==> src/design/ple_pkg.sv <==
// Package for the positional list engine: sizes, request and status codes,
// and the item types passed between the sequencer and the top level. No dependencies.
package ple_pkg;

	localparam int LIST_DEPTH = 32;
	localparam int IDX_W      = $clog2(LIST_DEPTH);
	localparam int CNT_W      = $clog2(LIST_DEPTH + 1);
	localparam int POS_W      = 7;
	localparam int VAL_W      = 32;
	localparam int REQ_W      = 3;
	localparam int STAT_W     = 2;

	localparam logic [REQ_W-1:0] REQ_INS_TAIL = 3'd0;
	localparam logic [REQ_W-1:0] REQ_INS_HEAD = 3'd1;
	localparam logic [REQ_W-1:0] REQ_INS_POS  = 3'd2;
	localparam logic [REQ_W-1:0] REQ_DEL_POS  = 3'd3;
	localparam logic [REQ_W-1:0] REQ_DEL_HEAD = 3'd4;
	localparam logic [REQ_W-1:0] REQ_READ     = 3'd5;

	localparam logic [STAT_W-1:0] ST_OK     = 2'd0;
	localparam logic [STAT_W-1:0] ST_BADPOS = 2'd1;
	localparam logic [STAT_W-1:0] ST_FULL   = 2'd2;
	localparam logic [STAT_W-1:0] ST_EMPTY  = 2'd3;

	typedef struct packed {
		logic [REQ_W-1:0]        req_type;
		logic [POS_W-1:0]        position;
		logic signed [VAL_W-1:0] item_value;
	} ple_req_t;

	typedef struct packed {
		logic [STAT_W-1:0]       status;
		logic signed [VAL_W-1:0] entry_value;
		logic                    last;
	} ple_result_t;

	typedef struct packed {
		logic        valid;
		ple_result_t data;
	} ple_push_t;

endpackage

==> src/design/ple_ifs.sv <==
// Valid/ready channel interfaces for request and result items.
// Depends on ple_pkg for field widths.
interface ple_req_if import ple_pkg::*; ();
	logic                    valid;
	logic                    ready;
	logic [REQ_W-1:0]        req_type;
	logic [POS_W-1:0]        position;
	logic signed [VAL_W-1:0] item_value;

	modport source (output valid, output req_type, output position, output item_value,
		input ready);
	modport sink (input valid, input req_type, input position, input item_value,
		output ready);
endinterface

interface ple_rsp_if import ple_pkg::*; ();
	logic                    valid;
	logic                    ready;
	logic [STAT_W-1:0]       status;
	logic signed [VAL_W-1:0] entry_value;
	logic                    last;

	modport source (output valid, output status, output entry_value, output last,
		input ready);
	modport sink (input valid, input status, input entry_value, input last,
		output ready);
endinterface

==> src/design/ple_ram.sv <==
// Generic simple dual-port RAM: one write and one registered read per cycle.
// No dependencies.
module ple_ram #(
	parameter int WIDTH = 32,
	parameter int DEPTH = 32
) (
	input  logic                     clk,
	input  logic                     we,
	input  logic [$clog2(DEPTH)-1:0] waddr,
	input  logic [WIDTH-1:0]         wdata,
	input  logic                     re,
	input  logic [$clog2(DEPTH)-1:0] raddr,
	output logic [WIDTH-1:0]         rdata
);

	logic [WIDTH-1:0] mem_q [DEPTH];
	logic [WIDTH-1:0] rdata_q;

	always_ff @(posedge clk) begin
		if (we) begin
			mem_q[waddr] <= wdata;
		end
		if (re) begin
			rdata_q <= mem_q[raddr];
		end
	end

	assign rdata = rdata_q;

endmodule

==> src/design/ple_seq.sv <==
// Sequencer of the positional list engine: checks requests, shifts entries
// one at a time through the list RAM, and emits result items. Uses ple_pkg.
module ple_seq import ple_pkg::*; (
	input  logic                    clk,
	input  logic                    arst_n,
	input  logic                    in_valid,
	output logic                    in_ready,
	input  ple_req_t                in_req,
	output ple_push_t               push,
	input  logic                    push_ok,
	output logic                    ram_we,
	output logic [IDX_W-1:0]        ram_waddr,
	output logic [VAL_W-1:0]        ram_wdata,
	output logic                    ram_re,
	output logic [IDX_W-1:0]        ram_raddr,
	input  logic [VAL_W-1:0]        ram_rdata
);

	typedef enum logic [2:0] {
		S_IDLE,
		S_STEP,
		S_MOVE,
		S_RD_ISSUE,
		S_RD_EMIT,
		S_EMIT
	} state_t;

	state_t              state_q;
	logic [CNT_W-1:0]    cnt_q;
	logic [CNT_W-1:0]    ptr_q;
	logic [CNT_W-1:0]    idx_q;
	logic                ins_q;
	logic [VAL_W-1:0]    val_q;
	logic [STAT_W-1:0]   status_q;

	logic [POS_W-1:0]    pos_eff;
	logic [POS_W-1:0]    cnt_pos;
	logic                is_full;
	logic                is_empty;
	logic [CNT_W-1:0]    ptr_inc;
	logic [CNT_W-1:0]    ptr_dec;
	logic                step_done;
	logic                accept;

	assign pos_eff  = (in_req.position == '0) ? POS_W'(1) : in_req.position;
	assign cnt_pos  = POS_W'(cnt_q);
	assign is_full  = (cnt_q == CNT_W'(LIST_DEPTH));
	assign is_empty = (cnt_q == '0);
	assign ptr_inc  = ptr_q + CNT_W'(1);
	assign ptr_dec  = ptr_q - CNT_W'(1);
	// An insert is done once the pointer reaches the open slot; a delete once
	// the entry after the pointer lies beyond the list.
	assign step_done = ins_q ? (ptr_q == idx_q) : (ptr_inc >= cnt_q);
	assign in_ready  = (state_q == S_IDLE);
	assign accept    = in_valid && in_ready;

	always_comb begin
		ram_we    = 1'b0;
		ram_waddr = ptr_q[IDX_W-1:0];
		ram_wdata = ram_rdata;
		ram_re    = 1'b0;
		ram_raddr = ptr_q[IDX_W-1:0];
		push      = '0;
		unique case (state_q)
			S_STEP: begin
				if (step_done) begin
					if (ins_q) begin
						ram_we    = 1'b1;
						ram_wdata = val_q;
					end
				end else begin
					ram_re    = 1'b1;
					ram_raddr = ins_q ? ptr_dec[IDX_W-1:0] : ptr_inc[IDX_W-1:0];
				end
			end
			S_MOVE: begin
				ram_we = 1'b1;
			end
			S_RD_ISSUE: begin
				ram_re = 1'b1;
			end
			S_RD_EMIT: begin
				push.valid            = 1'b1;
				push.data.status      = ST_OK;
				push.data.entry_value = ram_rdata;
				push.data.last        = (ptr_inc == cnt_q);
			end
			S_EMIT: begin
				push.valid       = 1'b1;
				push.data.status = status_q;
				push.data.last   = 1'b1;
			end
			S_IDLE: begin
			end
			default: begin
			end
		endcase
	end

	always_ff @(posedge clk or negedge arst_n) begin
		if (!arst_n) begin
			state_q  <= S_IDLE;
			cnt_q    <= '0;
			ptr_q    <= '0;
			idx_q    <= '0;
			ins_q    <= 1'b0;
			val_q    <= '0;
			status_q <= ST_OK;
		end else begin
			unique case (state_q)
				S_IDLE: begin
					if (accept) begin
						val_q    <= in_req.item_value;
						status_q <= ST_OK;
						unique case (in_req.req_type)
							REQ_INS_TAIL, REQ_INS_HEAD: begin
								ins_q <= 1'b1;
								ptr_q <= cnt_q;
								idx_q <= (in_req.req_type == REQ_INS_TAIL) ? cnt_q : '0;
								if (is_full) begin
									status_q <= ST_FULL;
									state_q  <= S_EMIT;
								end else begin
									state_q <= S_STEP;
								end
							end
							REQ_INS_POS: begin
								ins_q <= 1'b1;
								ptr_q <= cnt_q;
								idx_q <= CNT_W'(pos_eff);
								if (is_empty) begin
									status_q <= ST_EMPTY;
									state_q  <= S_EMIT;
								end else if (cnt_pos < pos_eff) begin
									status_q <= ST_BADPOS;
									state_q  <= S_EMIT;
								end else if (is_full) begin
									status_q <= ST_FULL;
									state_q  <= S_EMIT;
								end else begin
									state_q <= S_STEP;
								end
							end
							REQ_DEL_POS: begin
								ins_q <= 1'b0;
								ptr_q <= CNT_W'(pos_eff);
								idx_q <= CNT_W'(pos_eff);
								if (is_empty) begin
									status_q <= ST_EMPTY;
									state_q  <= S_EMIT;
								end else if (cnt_pos <= pos_eff) begin
									status_q <= ST_BADPOS;
									state_q  <= S_EMIT;
								end else begin
									state_q <= S_STEP;
								end
							end
							REQ_DEL_HEAD: begin
								ins_q <= 1'b0;
								ptr_q <= '0;
								idx_q <= '0;
								if (is_empty) begin
									status_q <= ST_EMPTY;
									state_q  <= S_EMIT;
								end else begin
									state_q <= S_STEP;
								end
							end
							REQ_READ: begin
								ptr_q <= '0;
								if (is_empty) begin
									status_q <= ST_EMPTY;
									state_q  <= S_EMIT;
								end else begin
									state_q <= S_RD_ISSUE;
								end
							end
							default: begin
								// Unused codes are dropped without a result.
								state_q <= S_IDLE;
							end
						endcase
					end
				end
				S_STEP: begin
					if (step_done) begin
						cnt_q   <= ins_q ? (cnt_q + CNT_W'(1)) : (cnt_q - CNT_W'(1));
						state_q <= S_EMIT;
					end else begin
						state_q <= S_MOVE;
					end
				end
				S_MOVE: begin
					ptr_q   <= ins_q ? ptr_dec : ptr_inc;
					state_q <= S_STEP;
				end
				S_RD_ISSUE: begin
					state_q <= S_RD_EMIT;
				end
				S_RD_EMIT: begin
					if (push_ok) begin
						if (ptr_inc == cnt_q) begin
							state_q <= S_IDLE;
						end else begin
							ptr_q   <= ptr_inc;
							state_q <= S_RD_ISSUE;
						end
					end
				end
				S_EMIT: begin
					if (push_ok) begin
						state_q <= S_IDLE;
					end
				end
				default: begin
					state_q <= S_IDLE;
				end
			endcase
		end
	end

endmodule

==> src/design/positional_list_engine.sv <==
// A status item is built in S_EMIT, after S_STEP and S_MOVE have moved any entries;
// insert/delete move up to LIST_DEPTH-1 entries, and a read-out reads one entry per
// item through S_RD_ISSUE and S_RD_EMIT on the single RAM read port.
// Reset (arst_n low, asynchronous) empties the list; the RAM is not cleared.
// A finished item waits in the output register while the next request is taken.
// Depends on ple_pkg, ple_ifs, ple_ram and ple_seq.
module positional_list_engine import ple_pkg::*; (
	input  logic         clk,
	input  logic         arst_n,
	ple_req_if.sink      req,
	ple_rsp_if.source    rsp
);

	ple_req_t    in_req;
	ple_push_t   push;
	logic        push_ok;
	logic        ram_we;
	logic [IDX_W-1:0] ram_waddr;
	logic [VAL_W-1:0] ram_wdata;
	logic        ram_re;
	logic [IDX_W-1:0] ram_raddr;
	logic [VAL_W-1:0] ram_rdata;

	logic        out_valid_q;
	ple_result_t out_data_q;

	assign in_req.req_type   = req.req_type;
	assign in_req.position   = req.position;
	assign in_req.item_value = req.item_value;

	// The sequencer checks each request, moves entries and builds result items.
	ple_seq u_seq (
		.clk       (clk),
		.arst_n    (arst_n),
		.in_valid  (req.valid),
		.in_ready  (req.ready),
		.in_req    (in_req),
		.push      (push),
		.push_ok   (push_ok),
		.ram_we    (ram_we),
		.ram_waddr (ram_waddr),
		.ram_wdata (ram_wdata),
		.ram_re    (ram_re),
		.ram_raddr (ram_raddr),
		.ram_rdata (ram_rdata)
	);

	// The list itself: entry 0 is the head, entries below the count are valid.
	ple_ram #(
		.WIDTH (VAL_W),
		.DEPTH (LIST_DEPTH)
	) u_list_ram (
		.clk   (clk),
		.we    (ram_we),
		.waddr (ram_waddr),
		.wdata (ram_wdata),
		.re    (ram_re),
		.raddr (ram_raddr),
		.rdata (ram_rdata)
	);

	// Output register: a new item may load when the register is empty or its
	// current item is being taken in the same cycle.
	assign push_ok = !out_valid_q || rsp.ready;

	always_ff @(posedge clk or negedge arst_n) begin
		if (!arst_n) begin
			out_valid_q <= 1'b0;
		end else if (push.valid && push_ok) begin
			out_valid_q <= 1'b1;
		end else if (rsp.ready) begin
			out_valid_q <= 1'b0;
		end
	end

	always_ff @(posedge clk) begin
		if (push.valid && push_ok) begin
			out_data_q <= push.data;
		end
	end

	assign rsp.valid       = out_valid_q;
	assign rsp.status      = out_data_q.status;
	assign rsp.entry_value = out_data_q.entry_value;
	assign rsp.last        = out_data_q.last;

endmodule
==> src/flat_wrapper.sv <==
// flat-port wrapper written by rule: the top's interface ports become plain ports
module positional_list_engine_flat import ple_pkg::*;
  (clk, arst_n, req_valid, req_req_type, req_position, req_item_value, req_ready, rsp_valid, rsp_status, rsp_entry_value, rsp_last, rsp_ready);
  ple_req_if req_i ();
  ple_rsp_if rsp_i ();
  input  logic clk;
  input  logic arst_n;
  input wire logic [$bits(req_i.valid)-1:0] req_valid;
  input wire logic [$bits(req_i.req_type)-1:0] req_req_type;
  input wire logic [$bits(req_i.position)-1:0] req_position;
  input wire logic [$bits(req_i.item_value)-1:0] req_item_value;
  output wire logic [$bits(req_i.ready)-1:0] req_ready;
  output wire logic [$bits(rsp_i.valid)-1:0] rsp_valid;
  output wire logic [$bits(rsp_i.status)-1:0] rsp_status;
  output wire logic [$bits(rsp_i.entry_value)-1:0] rsp_entry_value;
  output wire logic [$bits(rsp_i.last)-1:0] rsp_last;
  input wire logic [$bits(rsp_i.ready)-1:0] rsp_ready;
  assign req_i.valid = req_valid;
  assign req_i.req_type = req_req_type;
  assign req_i.position = req_position;
  assign req_i.item_value = req_item_value;
  assign req_ready = req_i.ready;
  assign rsp_valid = rsp_i.valid;
  assign rsp_status = rsp_i.status;
  assign rsp_entry_value = rsp_i.entry_value;
  assign rsp_last = rsp_i.last;
  assign rsp_i.ready = rsp_ready;
  positional_list_engine u_core (.clk(clk), .arst_n(arst_n), .req(req_i), .rsp(rsp_i));
endmodule
==> config.mk <==
export PLATFORM = sky130hd
export DESIGN_NAME = positional_list_engine_flat
export DESIGN_NICKNAME = d
export VERILOG_FILES = /design/src/design/ple_pkg.sv /design/src/design/ple_ifs.sv /design/src/design/ple_ram.sv /design/src/design/ple_seq.sv /design/src/design/positional_list_engine.sv /design/src/flat_wrapper.sv
export SDC_FILE = /design/constraint.sdc
export NUM_CORES = 1
export LEC_CHECK = 0
export BUFFER_PORTS_ARGS = -buffer_cell sky130_fd_sc_hd__buf_2
export CAP_MARGIN = 10
export CORE_UTILIZATION = 30
export DETAILED_ROUTE_END_ITERATION = 10
export HOLD_SLACK_MARGIN = 0.02
export PLACE_DENSITY = 0.49
export RECOVER_POWER = 50
export SLEW_MARGIN = 30
export SYNTH_ARGS = -nofsm -noshare
export SYNTH_HDL_FRONTEND = slang
export SYNTH_HIERARCHICAL = 1
export SYNTH_SLANG_ARGS = --single-unit
export TNS_END_PERCENT = 1
==> constraint.sdc <==
create_clock -name clk -period 7 [get_ports clk]
set_clock_uncertainty 0.2 [all_clocks]
set_input_delay 1.05 -clock clk [delete_from_list [all_inputs] [get_ports clk]]
set_output_delay 1.05 -clock clk [all_outputs]
set_load 0.05 [all_outputs]
# After elaboration in Yosys (flattened, before gate mapping)
# Memory sizes are Yosys's and may differ from the RTL's. A register that Yosys moved wholly into a read port is not among the register bits.
# Cells that the tools add are included.
# word_totals
ff_bits	92
ram_bits	1024
inputBits	46
out_inout_bits	37
wordCells	110
memories	1
# op_classes
n_addsub	4
order_cmp	3
eq_ne	18
n_mux	50
reduce_logical	23
# mem_list
memory	depth	width	read_ports	rd_clocked_by_memory_dff	write_ports	line_no	rtl
u_core.u_list_ram.mem_q	32	32	1	1	1	ple_ram.sv:16	logic [WIDTH-1:0] mem_q [DEPTH];
# op_table
operator	count
$mux W32	3
$pmux W6 S3	3
$mux W6	6
$mux W3	11
$pmux W3 S6	1
$mux W5	3
$pmux W3 S5	1
$add A6 B1 Y6 const B	2
$eq A3 B2 Y1 const B	4
$eq A3 B3 Y1 const B	4
$eq A6 B6 Y1	2
$mux W2	6
$sub A6 B1 Y6 const B	2
$mux W1	9
$reduce_and A3 Y1	3
$pmux W1 S2	4
$pmux W2 S4	1
$reduce_or A2 Y1	4
$le A6 B7 Y1	1
$logic_not A7 Y1	1
$lt A6 B7 Y1	1
$mux W7	1
$eq A3 B1 Y1 const B	2
$eq A6 B6 Y1 const B	1
15 further kinds	22

# Depth between registers and ports, before layout
# logic_depth
ltp_word	8
depth_mapped	18
depth_no_buf	15

# Cells and area by module
# Netlist, hierarchy kept.
# modules_own_cells
module	instances	cells_per_inst	area_per_inst_um2	seq_area_each_um2
ple_ram	1	2260	40812.9	31710.4
ple_seq	1	502	4251.6	1401.3
positional_list_engine	1	39	1104.8	1076.0

# Worst setup path after synthesis
# Ideal clock, no wire load.
# synth_path
path_kind	flip-flop to flip-flop
startpoint	register u_core.u_seq.ptr_q[1]
endpoint	register u_core.u_list_ram.rdata_q[0], in the netlist u_core/u_list_ram/rdata[0], read port of u_core.u_list_ram.mem_q (enable)
setup_time_ns	0.470
t_arrival_ns	4.219
t_required_ns	6.330
path_slack_ns	2.110
path_stages_with_launch	10
n_path_buf	0
synth_period_minus_slack_ns	4.890
path_cell_list	dfrtp_1 -> ha_1 -> nand3_1 -> xnor2_1 -> ha_1 -> a211o_1 -> o211ai_1 -> o211ai_1 -> o21a_1 -> a21boi_0
# synth_between
elab_chain_cells	5
elab_cells_between_ends	10
classes_between	add/sub: 2; order compare: 1; eq/ne: 1; mux: 6
# synth_lines
element	line_no	rtl
from (decl)	ple_seq.sv:30	logic [CNT_W-1:0] ptr_q;
from (signal assigned)	ple_seq.sv:118	ptr_q <= cnt_q;
from (signal assigned)	ple_seq.sv:129	ptr_q <= cnt_q;
from (signal assigned)	ple_seq.sv:146	ptr_q <= CNT_W'(pos_eff);
$add A6 B1 Y6	ple_seq.sv:49	assign ptr_inc = ptr_q + CNT_W'(1);
$ge A6 B6 Y1	ple_seq.sv:53	assign step_done = ins_q ? (ptr_q == idx_q) : (ptr_inc >= cnt_q);
$mux W1 (*)	ple_seq.sv:53	
$mux W1 (*)	ple_seq.sv:66	if (step_done) begin
$pmux W1 S2 (*)	ple_seq.sv:64	unique case (state_q)
via u_core.ram_re	positional_list_engine.sv:20	logic ram_re;
to (decl)	ple_ram.sv:17	logic [WIDTH-1:0] rdata_q;
# The timed path passes the listed nets; every way through them passes the cells marked *.
# A chain may end at the register's enable or synchronous reset.

# Final worst setup path
# layout_path
startpoint	register u_core.u_seq.ptr_q[0]
endpoint	register u_core.u_list_ram.rdata_q[12], in the netlist u_core/u_list_ram/rdata[12], read port of u_core.u_list_ram.mem_q (data pin)
# layout_between
elab_chain_cells	5
elab_cells_between_ends	10
classes_between	add/sub: 2; order compare: 1; eq/ne: 1; mux: 6
# layout_lines
element	line_no	rtl
$add A6 B1 Y6	ple_seq.sv:49	
$ge A6 B6 Y1	ple_seq.sv:53	
$mux W1	ple_seq.sv:53	
$mux W5 (*)	ple_seq.sv:66	
$mux W5 (*)	ple_seq.sv:64	
via u_core.ram_raddr[1]	positional_list_engine.sv:21	logic [IDX_W-1:0] ram_raddr;
# Marks and branches as above.

==> metrics.cfg <==
[cells_and_area]
layout.cells.non_filler = 5067
syn_to_final_growth_pct = 15.0
post-route-cell-area_um2 = 53100
drive_gt1_frac = 0.116
nNetsFinal = 2998
finalCoreUtilization = 0.349

[die]
initial_core_util = 0.303
die_area_um2 = 155000
coreArea_um2 = 152000
die_y_um = 394
fp-row-count = 143
ios = 83
die_w_um = 394

[critical_path]
critPathCaptureType = register
cp.required_ns = 7.25
r2r_setup_slack_ns = 1.56
rr_worst_depth = 15
worstSetupEndpoint = u_core/u_list_ram/rdata[12]$_DFFE_PP_
critPathArrivalTime_ns = 5.69
start_kind = register
crit_start = u_core/u_seq/ptr_q[0]$_DFFE_PN0P_
worstSetupPathType = register to register
r2r-end = u_core/u_list_ram/rdata[12]$_DFFE_PP_
crit_fanout = 34
r2r-start = u_core/u_seq/ptr_q[0]$_DFFE_PN0P_

[min_path]
hp-class = register to register

[pwr]
p_total_mw = 25.0
switching_share = 0.372
power.density_nw_per_um2 = 471
ir_drop_mv = 0.512
p_sw_mw = 9.28
power_frac_comb = 0.379
p_int_mw = 15.7
p_leak_nw = 17.8
clkPwrFrac = 0.238
seqPwrFrac = 0.382

[cts]
cts_post_setup_buffers_inserted = 0
cts.sinks = 1148
clkTransAtPathRegs_ns = 0.06
post_cts_resized = 0
clock_path_buffers = 3
root_buffer = clkbuf_16
cts_htree_levels = 3
clkLatencyLatePin_ns = 0.72
cts_tree = done
cts_buffers = 116
ctsHoldBuffers = 1

[synthesis]
ys_async_sr_fraction = 0.0497
syn_nets = 2866
synth_cells = 2801
yosysSeqAreaShare = 0.740
synth_cell_types = 67
ys.flop_type = edfxtp_1
synth_edf_count = 1091
post_synth_instance_area_um2 = 46200
ys_ff_latch = 1148
syn_area_per_cell_um2 = 16.5
ys_warn_count = 6

[sta]
fin_crit_ns = 5.44
worstMarginPinSlew_ns = 3.30
hold_viol = 0
fin_crit_sh = 0.776
setup_viol = 0
slew_headroom = -1.20
rsz0062_at_grt = false
fmax_ghz = 0.184
setup-tns-final_ns = 0
drv_slew = 233

[global_routing]
grt_use_total = 0.168
antenna_found_initial = 9
grt_pass1_vias = 24900
grt_max_degree = 101
grt_pass1_wl_mm = 189
grt_overflow_total = 0

[detailed_routing]
remaining_drc_errors = 0
num_vias = 25300
via_per_inst = 5.00
routedWlPerCell_um = 26.1
dr.pass1.iters = 5
dr.first_iter.drc_count = 2126
final_antenna_net_count = 0
wl_mm = 132

[job]
max_cap_viol_count = 6

[status]
violations = max-capacitance violations, max-slew violations
status = finished, violations left

[placement]
gp_congestion = 0.766
place_area_um2 = 49600
dp.cells = 4844
dp.final_hpwl_mm = 76.1
portBuffers = 82

## final cells by class
type | count | area (µm²)
Clock inverter | 62 | 444
Tap cell | 2030 | 2540
Multi-Input combinational cell | 1469 | 11100
Clock buffer | 156 | 3190
Timing Repair Buffer | 180 | 1530
Inverter | 18 | 67.6
Antenna cell | 4 | 10.0
Sequential cell | 1148 | 34200
Fill cell | 14400 | 99200
## cell usage in the layout, fill, tap and decap left out, types with 65 or more instances in the layout
| master | synthesis | routed |
|---|---|---|
| edfxtp_1 | 1091 | 1091 |
| mux2i_1 | 513 | 513 |
| nand2_1 | 228 | 226 |
| clkbuf_16 | 0 | 120 |
| a21oi_1 | 111 | 111 |
| nand3_1 | 106 | 106 |
| a22oi_1 | 104 | 104 |
| clkbuf_1 | 57 | 73 |
| a22o_1 | 65 | 65 |
| buf_4 | 40 | 65 |
## critical path, cell delays in order (launching register included)
cell and delay, ns:
dfrtp_1 0.66, ha_1 0.34, nand3_1 0.19, xnor2_1 0.21, ha_1 0.31, nand4_1 0.10
o211ai_1 0.24, o21a_1 0.32, nand3b_1 0.26, mux2i_1 0.57, and2_4 0.70, buf_4 0.47
a22o_1 0.21, nor3_1 0.04, a31oi_1 0.21, nand3_1 0.10
## cell usage after synthesis (all sizes together), types with 2 or more instances
cell type	instances	share of area
buf	107	0.016
nor2b	6	0.00081
edfxtp	1091	0.71
o211ai	8	0.0014
o21ai	23	0.0025
nand2	228	0.019
dfrtp	57	0.031
xnor2	12	0.0023
nand4	3	0.00041
a22oi	104	0.017
and3	35	0.0047
mux2i	513	0.11
a22o	65	0.012
nor2	56	0.0046
o22a	2	0.00038
nor3	40	0.0047
nand2b	6	0.00098
or3b	3	0.00057
clkbuf	59	0.0050
ha	18	0.0049
a21o	4	0.00065
a31oi	37	0.0050
and2	7	0.0010
mux2	33	0.010
or3	2	0.00027
a2bb2oi	6	0.0011
a21boi	2	0.00033
o21a	3	0.00049
nand3	107	0.012
nand3b	6	0.00098
xor2	10	0.0019
a21oi	111	0.012
inv	18	0.0015
## stage by stage
step                      hold WS, ns  setup WS, ns
after floorplan                 0.242          2.11
final                           0.269          1.56
after detailed placement        0.269          1.57
after global placement          0.268          1.73
after global routing            0.305          1.24
after CTS                       0.276          1.54
## cell families after synthesis
| group | count (synthesis) | synth area share |
|---|---|---|
| compound gates | 376 | 0.0552 |
| xor+xnor | 22 | 0.00417 |
| fa+ha+maj | 19 | 0.00531 |
| buf+inv | 184 | 0.0226 |
| flops | 1148 | 0.740 |
| mux | 546 | 0.122 |
| simple gates | 506 | 0.0506 |
## power groups by stage
| stage | registers (mW) | logic, mW | clock network [mW] |
|---|---|---|---|
| 2_1_floorplan | 9.46 | 6.81 | 0 |
| 3_3_place_gp | 9.65 | 9.56 | 0 |
| 3_5_place_dp | 9.64 | 9.61 | 0 |
| 4_1_cts | 9.51 | 9.64 | 6.10 |
| 5_1_grt | 9.59 | 10.2 | 6.34 |
| 6_report | 9.55 | 9.47 | 5.95 |
## worst min-delay path by stage
stage / from / endpoint / cells after the start
floorplan: u_core/u_seq/val_q[0]$_DFFE_PN0P_ / u_core/u_seq/val_q[0]$_DFFE_PN0P_ / 2
global placement: u_core/u_seq/val_q[20]$_DFFE_PN0P_ / u_core/u_seq/val_q[20]$_DFFE_PN0P_ / 2
detailed placement: u_core/u_seq/val_q[20]$_DFFE_PN0P_ / u_core/u_seq/val_q[20]$_DFFE_PN0P_ / 2
CTS: req_item_value[0] / u_core/u_seq/val_q[0]$_DFFE_PN0P_ / 3
global route: u_core/u_seq/val_q[16]$_DFFE_PN0P_ / u_core/u_seq/val_q[16]$_DFFE_PN0P_ / 2
finish: u_core/u_seq/val_q[20]$_DFFE_PN0P_ / u_core/u_seq/val_q[20]$_DFFE_PN0P_ / 2
## metal layers
layer,global-route usage,up-vias,part of all wire
li1,-,11200,-
met1,0.235,13400,0.46
met2,0.275,651,0.48
met3,0.0209,138,0.047
met4,0.0414,0,0.018
met5,0,-,0
## sequential cells by signal (all words and copies together), names as in the netlist, 2 cells and up
name and flops:
u_core/u_list_ram/mem_q 1024, u_core/u_seq/status_q 2, u_core/rsp.entry_value 32, u_core/u_seq/state_q 3
u_core/u_seq/cnt_q 6, u_core/u_seq/val_q 32, u_core/u_seq/idx_q 6, u_core/rsp.status 2
u_core/u_list_ram/rdata 32, u_core/u_seq/ptr_q 6
Power figures use the tool's default switching activity.
